File: config.mk
export PLATFORM = sky130hd
export DESIGN_NAME = acl_ctrl
export DESIGN_NICKNAME = d
export VERILOG_FILES = /design/src/sv/acl_pkg.sv /design/src/sv/acl_ctrl.sv
export SDC_FILE = /design/constraint.sdc
export NUM_CORES = 1
export LEC_CHECK = 0
export BUFFER_PORTS_ARGS = -buffer_cell sky130_fd_sc_hd__buf_2
export CAP_MARGIN = 15
export CORE_ASPECT_RATIO = 1.25
export CORE_MARGIN = 1
export CORE_UTILIZATION = 30
export CTS_CLUSTER_SIZE = 14
export DETAILED_ROUTE_END_ITERATION = 10
export PLACE_DENSITY = 0.66
export SYNTH_ARGS = -nofsm -noshare
export SYNTH_HDL_FRONTEND = slang
export SYNTH_SLANG_ARGS = --single-unit
File: constraint.sdc
create_clock -name clock -period 2.2 [get_ports clock]
set_clock_uncertainty 0.2 [all_clocks]
set_input_delay 0.11 -clock clock [delete_from_list [all_inputs] [get_ports clock]]
set_output_delay 0.11 -clock clock [all_outputs]
set_load 0.02 [all_outputs]
File: src/sv/acl_pkg.sv
// Shared types, constants and tables for the arc chord linearizer.
// Used by every module of the block except acl_div; depends on nothing.
`default_nettype none
package acl_pkg;

   localparam int MAX_SEGMENTS = 64;

   localparam logic [30:0]        TOL_RESET   = 31'd655;
   localparam logic signed [33:0] CORDIC_K    = 34'sd652032874;
   localparam logic signed [34:0] HALF_TURN   = 35'sd2147483648;
   localparam logic signed [34:0] QUARTER     = 35'sd1073741824;
   localparam logic [32:0]        FULL_TURN   = 33'h1_0000_0000;
   localparam logic signed [63:0] ROUND_HALF  = 64'sd536870912;

   typedef struct packed {
      logic signed [31:0] start_x;
      logic signed [31:0] start_y;
      logic signed [31:0] end_x;
      logic signed [31:0] end_y;
      logic signed [31:0] end_z;
      logic signed [31:0] center_off_i;
      logic signed [31:0] center_off_j;
      logic               clockwise;
   } req_type;

   typedef struct packed {
      logic signed [31:0] point_x;
      logic signed [31:0] point_y;
      logic signed [31:0] point_z;
      logic               last;
      logic               clamped;
   } rsp_type;

   typedef enum logic [4:0] {
      S_IDLE, S_VEC0, S_VEC0_W, S_VEC1, S_VEC1_W, S_SWEEP, S_CHK,
      S_MUL_I, S_MUL_J, S_MAG, S_SQRT, S_SQRT_W, S_NEED,
      S_CDIV, S_CDIV_W, S_CROT, S_CROT_W, S_CMUL, S_CCMP,
      S_ODIV, S_ODIV_W, S_MUL_X, S_MUL_Y, S_VY,
      S_STEP, S_PROT, S_PROT_W, S_EMIT, S_END
   } state_type;

   typedef enum logic [1:0] {
      SRC_A0, SRC_A1, SRC_CNT, SRC_PT
   } cordic_src_type;

   typedef enum logic [2:0] {
      MUL_II, MUL_JJ, MUL_XK, MUL_YK, MUL_RC
   } mul_sel_type;

   typedef enum logic {
      DIV_CNT, DIV_OUT
   } div_sel_type;

   typedef struct packed {
      logic           load;
      logic           cordic_start;
      cordic_src_type cordic_src;
      logic           div_start;
      div_sel_type    div_sel;
      logic           mul_en;
      mul_sel_type    mul_sel;
      logic           mag_ld;
      logic           mag_add;
      logic           sqrt_start;
      logic           a0_ld;
      logic           a1_ld;
      logic           sweep_ld;
      logic           need_ld;
      logic           c_ld;
      logic           n_inc;
      logic           clamp_set;
      logic           acc_init;
      logic           vx_ld;
      logic           vy_ld;
      logic           acc_step;
      logic           pt_ld;
      logic           end_ld;
   } cmd_type;

   typedef struct packed {
      logic cordic_done;
      logic div_done;
      logic sqrt_done;
      logic sweep_zero;
      logic fits;
      logic n_at_max;
      logic last;
   } status_type;

   // arctan(2^-k) in binary turns
   function automatic logic [31:0] atan_turn(input logic [4:0] k);
      logic [31:0] v;
      case (k)
         5'd0:  v = 32'h20000000;
         5'd1:  v = 32'h12E4051E;
         5'd2:  v = 32'h09FB385B;
         5'd3:  v = 32'h051111D4;
         5'd4:  v = 32'h028B0D43;
         5'd5:  v = 32'h0145D7E1;
         5'd6:  v = 32'h00A2F61E;
         5'd7:  v = 32'h00517C55;
         5'd8:  v = 32'h0028BE53;
         5'd9:  v = 32'h00145F2F;
         5'd10: v = 32'h000A2F98;
         5'd11: v = 32'h000517CC;
         5'd12: v = 32'h00028BE6;
         5'd13: v = 32'h000145F3;
         5'd14: v = 32'h0000A2FA;
         5'd15: v = 32'h0000517D;
         5'd16: v = 32'h000028BE;
         5'd17: v = 32'h0000145F;
         5'd18: v = 32'h00000A30;
         5'd19: v = 32'h00000518;
         5'd20: v = 32'h0000028C;
         5'd21: v = 32'h00000146;
         5'd22: v = 32'h000000A3;
         5'd23: v = 32'h00000051;
         5'd24: v = 32'h00000029;
         5'd25: v = 32'h00000014;
         5'd26: v = 32'h0000000A;
         5'd27: v = 32'h00000005;
         5'd28: v = 32'h00000003;
         5'd29: v = 32'h00000001;
         5'd30: v = 32'h00000001;
         default: v = 32'h00000000;
      endcase
      return v;
   endfunction

endpackage
`default_nettype wire

File: src/sv/acl_ctrl.sv
// Controller state machine sequencing the arc linearizer datapath.
// Depends on acl_pkg (state, command and status types).
`default_nettype none
module acl_ctrl (
   input  wire logic                clock,
   input  wire logic                reset,
   input  wire logic                start,
   input  wire acl_pkg::status_type status,
   output acl_pkg::cmd_type         cmd,
   output logic                     busy,
   output logic                     rsp_valid
);
   acl_pkg::state_type state_ff, state_in;

   always_comb begin
      state_in = state_ff;
      case (state_ff)
         acl_pkg::S_IDLE:   if (start) state_in = acl_pkg::S_VEC0;
         acl_pkg::S_VEC0:   state_in = acl_pkg::S_VEC0_W;
         acl_pkg::S_VEC0_W: if (status.cordic_done) state_in = acl_pkg::S_VEC1;
         acl_pkg::S_VEC1:   state_in = acl_pkg::S_VEC1_W;
         acl_pkg::S_VEC1_W: if (status.cordic_done) state_in = acl_pkg::S_SWEEP;
         acl_pkg::S_SWEEP:  state_in = acl_pkg::S_CHK;
         acl_pkg::S_CHK:    state_in = status.sweep_zero ? acl_pkg::S_END : acl_pkg::S_MUL_I;
         acl_pkg::S_MUL_I:  state_in = acl_pkg::S_MUL_J;
         acl_pkg::S_MUL_J:  state_in = acl_pkg::S_MAG;
         acl_pkg::S_MAG:    state_in = acl_pkg::S_SQRT;
         acl_pkg::S_SQRT:   state_in = acl_pkg::S_SQRT_W;
         acl_pkg::S_SQRT_W: if (status.sqrt_done) state_in = acl_pkg::S_NEED;
         acl_pkg::S_NEED:   state_in = acl_pkg::S_CDIV;
         acl_pkg::S_CDIV:   state_in = acl_pkg::S_CDIV_W;
         acl_pkg::S_CDIV_W: if (status.div_done) state_in = acl_pkg::S_CROT;
         acl_pkg::S_CROT:   state_in = acl_pkg::S_CROT_W;
         acl_pkg::S_CROT_W: if (status.cordic_done) state_in = acl_pkg::S_CMUL;
         acl_pkg::S_CMUL:   state_in = acl_pkg::S_CCMP;
         acl_pkg::S_CCMP: begin
            if (status.fits || status.n_at_max) state_in = acl_pkg::S_ODIV;
            else                                state_in = acl_pkg::S_CDIV;
         end
         acl_pkg::S_ODIV:   state_in = acl_pkg::S_ODIV_W;
         acl_pkg::S_ODIV_W: if (status.div_done) state_in = acl_pkg::S_MUL_X;
         acl_pkg::S_MUL_X:  state_in = acl_pkg::S_MUL_Y;
         acl_pkg::S_MUL_Y:  state_in = acl_pkg::S_VY;
         acl_pkg::S_VY:     state_in = acl_pkg::S_STEP;
         acl_pkg::S_STEP:   state_in = acl_pkg::S_PROT;
         acl_pkg::S_PROT:   state_in = acl_pkg::S_PROT_W;
         acl_pkg::S_PROT_W: if (status.cordic_done) state_in = acl_pkg::S_EMIT;
         acl_pkg::S_EMIT:   state_in = status.last ? acl_pkg::S_IDLE : acl_pkg::S_STEP;
         acl_pkg::S_END:    state_in = acl_pkg::S_EMIT;
         default:           state_in = acl_pkg::S_IDLE;
      endcase
   end

   always_comb begin
      cmd            = '0;
      cmd.cordic_src = acl_pkg::SRC_A0;
      cmd.div_sel    = acl_pkg::DIV_CNT;
      cmd.mul_sel    = acl_pkg::MUL_II;
      case (state_ff)
         acl_pkg::S_IDLE:   cmd.load = start;
         acl_pkg::S_VEC0:   cmd.cordic_start = 1'b1;
         acl_pkg::S_VEC0_W: cmd.a0_ld = status.cordic_done;
         acl_pkg::S_VEC1: begin
            cmd.cordic_start = 1'b1;
            cmd.cordic_src   = acl_pkg::SRC_A1;
         end
         acl_pkg::S_VEC1_W: cmd.a1_ld = status.cordic_done;
         acl_pkg::S_SWEEP:  cmd.sweep_ld = 1'b1;
         acl_pkg::S_MUL_I:  cmd.mul_en = 1'b1;
         acl_pkg::S_MUL_J: begin
            cmd.mul_en  = 1'b1;
            cmd.mul_sel = acl_pkg::MUL_JJ;
            cmd.mag_ld  = 1'b1;
         end
         acl_pkg::S_MAG:    cmd.mag_add = 1'b1;
         acl_pkg::S_SQRT:   cmd.sqrt_start = 1'b1;
         acl_pkg::S_NEED:   cmd.need_ld = 1'b1;
         acl_pkg::S_CDIV:   cmd.div_start = 1'b1;
         acl_pkg::S_CROT: begin
            cmd.cordic_start = 1'b1;
            cmd.cordic_src   = acl_pkg::SRC_CNT;
         end
         acl_pkg::S_CROT_W: cmd.c_ld = status.cordic_done;
         acl_pkg::S_CMUL: begin
            cmd.mul_en  = 1'b1;
            cmd.mul_sel = acl_pkg::MUL_RC;
         end
         acl_pkg::S_CCMP: begin
            cmd.clamp_set = ~status.fits & status.n_at_max;
            cmd.n_inc     = ~status.fits & ~status.n_at_max;
         end
         acl_pkg::S_ODIV: begin
            cmd.div_start = 1'b1;
            cmd.div_sel   = acl_pkg::DIV_OUT;
         end
         acl_pkg::S_ODIV_W: begin
            cmd.div_sel  = acl_pkg::DIV_OUT;
            cmd.acc_init = status.div_done;
         end
         acl_pkg::S_MUL_X: begin
            cmd.mul_en  = 1'b1;
            cmd.mul_sel = acl_pkg::MUL_XK;
         end
         acl_pkg::S_MUL_Y: begin
            cmd.mul_en  = 1'b1;
            cmd.mul_sel = acl_pkg::MUL_YK;
            cmd.vx_ld   = 1'b1;
         end
         acl_pkg::S_VY:     cmd.vy_ld = 1'b1;
         acl_pkg::S_STEP:   cmd.acc_step = 1'b1;
         acl_pkg::S_PROT: begin
            cmd.cordic_start = 1'b1;
            cmd.cordic_src   = acl_pkg::SRC_PT;
         end
         acl_pkg::S_PROT_W: begin
            cmd.cordic_src = acl_pkg::SRC_PT;
            cmd.pt_ld      = status.cordic_done;
         end
         acl_pkg::S_END:    cmd.end_ld = 1'b1;
         default: ;
      endcase
   end

   always_ff @(posedge clock) begin
      if (reset) begin
         state_ff <= acl_pkg::S_IDLE;
      end else begin
         state_ff <= state_in;
      end
   end

   assign busy      = (state_ff != acl_pkg::S_IDLE);
   assign rsp_valid = (state_ff == acl_pkg::S_EMIT);
endmodule
`default_nettype wire

==> out/metrics.yaml <==
status: "finished clean"
synth_enable_flop_cells: 0
path_max_fanout: 14
detail_route.first_pass.iterations: 4
clk_transition_reported_paths_ns: 0.05
cp_slowest_cell: "dfxtp_2"
detailroute.via_count: 1109
synth.yosys.seq_area_share_pct: 11.6
power_per_cell_area_nw_per_um2: 825
max-vdd-ir-drop_mv: 0.279
share_of_cells_above_drive_strength_1_pct: 40.5
max_slew_margin_pct: 75.3
setup.worst_path.end_class: "primary output"
coreArea_um2: 2710
grt.total_usage_pct: 17.3
gp_congestion: 0.809
cts_tree: "built"
cap_viol_max_count: 0
utilization_pct: 43.1
totalWireLength_um: 2630
place.detailed.hpwl_um: 2130
post_cts_setup_buffer_count: 0
synthDistinctLibCells: 46
ant_nets: 0
yosys_most_used_dff: "dfxtp_1"
route.detailed.vias_per_inst: 5.36
postSynth.asyncResetShare_pct: 0
tritoncts.num_buffers: 3
buffer_ports.inserted: 37
critical_path_buf_inv_count: 3
design.die.area_um2: 3100
io-pin-count: 38
holdCritPathClass: "in -> reg"
synth_area_um2: 865
critical_path_depth: 6
largest_register_ff_count: 5
ys_ff_latch: 5
clock_tree.htree_level_count: 1
num-fill-cells: 280
critical_path_capture_point: "cmd[19]"
timing.critical_path.max_delay_family: "buffers and inverters"
fmax_mhz: 495
place_area_um2: 1120
hold_violations: 0
ctsRootBufferMaster: "clkbuf_4"
drv_slew: 0
syn-instance-count: 131
power.leakage_nw: 0.540
timing_worst_slew_pin_value_ns: 0.362
grt_max_degree: 17
timing.reg2reg.worst_path_depth: 5
mappedNetlistNets: 141
crit_path_cell_trace: "buf_4 -> buf_4 -> nand2_1 -> nor3_2 -> o21bai_1 -> buf_2"
reg_top3: "state_ff: 5 flops"
globalRouteOverflowTotal: 0
timing.critical_path.mode_cell: "buf_4"
antennaDiodeCount: 0
std_cell_rows: 21
critPathArrivalTime_ns: 1.71
period_minus_slack_ns: 2.02
nets: 184
chipHeight_um: 62.0
setup.reg_to_reg.worst_slack_ns: 0.27
avgSynthCellArea_um2: 6.60
total_power_uw: 963
clock_latency_ns: 0.24
numClockSinks: 5
area.growth.synth_to_final_pct: 35.0
post-route-period-util_pct: 91.9
antenna_violations_before_repair: 0
kind_of_start_point_of_the_critical_path: "flip-flop"
required_ns: 1.89
r2r_end: "state_ff[2]"
worstSetupPathType: "reg -> out"
top_register: "state_ff"
rr_startpoint: "state_ff[4]"
synth_warnings: 0
buffers_from_clock_root_to_sink_at_most: 2
remaining_drc_errors: 0
drt_initial_violations: 32
initial_core_util_pct: 31.9
totalNegativeSetupSlack_ns: 0
die_width_um: 50.0
setup_violations: 0
grt_pass1_wl_um: 4130
cp-startpoint: "state_ff[3]"
finish.instance_area_um2: 1170
slowest_cell_delay_on_critical_path_ns: 0.47
vias_in_the_first_global_route: 936
routed_wire_length_per_instance_um: 12.7
-- Yosys cell counts, drive strengths merged (2+ instances only) --
library cell | instances | area, um^2
or4b | 2 | 20.0
nand2b | 6 | 40.0
nand4b | 2 | 17.5
nand2 | 13 | 48.8
clkbuf | 4 | 15.0
nand3 | 2 | 10.0
or4 | 2 | 15.0
nor2 | 21 | 78.8
and3 | 4 | 25.0
nor3 | 9 | 50.1
mux2 | 2 | 22.5
nor2b | 7 | 51.3
dfxtp | 5 | 100
o21bai | 2 | 15.0
buf | 9 | 56.3
a21oi | 13 | 65.1
o21ai | 5 | 25.0
-- cell usage in the layout (no fill, tap or decap), types with 3 or more instances in the layout --
cell | netlist | layout
nor2b_1 | 6 | 5
dfxtp_2 | 0 | 4
clkbuf_4 | 0 | 3
buf_4 | 2 | 13
nand2b_1 | 5 | 5
nand2_1 | 13 | 13
nor3_1 | 8 | 7
and3_1 | 4 | 4
buf_2 | 6 | 37
o21ai_0 | 3 | 3
a21oi_1 | 13 | 13
nor2_1 | 21 | 21
-- final cells by class --
class / instances / area (um^2) / share of cell area [%]
clock buffer: 4 / 26.3 / 2.25
multi-input combinational: 113 / 701 / 60.0
sequential: 5 / 105 / 9.00
tap: 34 / 42.5 / 3.64
timing repair buffer: 51 / 293 / 25.1
-- kinds of logic after synthesis --
logic type | count (synthesis) | share of synthesized area (%)
buffers and inverters | 13 | 8.25
xor gates and xnor gates | 1 | 1.01
muxes | 3 | 4.20
DFF | 5 | 11.6
and+or+nand+nor | 77 | 49.6
AOI/OAI and AO/OA | 32 | 25.3
-- worst min-delay path: cells and delay by family --
family / cells / cell delay [ns]
buffers and inverters: 1 / 0.08
AO/OA/AOI/OAI: 1 / 0.08
AND/OR/NAND/NOR: 1 / 0.16
-- layer usage --
layer	up-vias	routed length, um	GRT usage (%)
li1	560	-	-
met1	511	1090	19.2
met2	36	1430	33.0
met3	2	90	1.70
met4	0	21	8.98
met5	-	0	0
-- worst min-delay path by stage --
stage,from,cells past startpoint,endpoint
finish,status[4],3,state_ff[0]
floorplan,reset,1,state_ff[0]
detailed placement,reset,2,state_ff[2]
global route,status[4],3,state_ff[0]
CTS,status[4],3,state_ff[0]
global placement,reset,2,state_ff[2]
-- where the power goes --
group,internal [mW],switching [mW]
Combinational,0.301,0.386
Sequential,0.118,0.0535
Clock,0.0685,0.0362
-- per-stage QoR --
step	hold WS (ns)	std cells	worst slack (ns)
3_5_place_dp	0.155	202	0.168
3_3_place_gp	0.152	202	0.211
5_1_grt	0.0397	207	-0.00224
6_report	0.0398	207	0.179
2_1_floorplan	-0.0209	131	0.0282
4_1_cts	0.0331	207	0.0243
-- repair_timing --
item | in CTS | in global routing
endpoints found under the setup margin | 3 | 6
endpoints found under the hold margin | 5 | 0
hold buffers | 1 | 0
resized for setup | 2 | 4
Power figures use the tool's default switching activity.
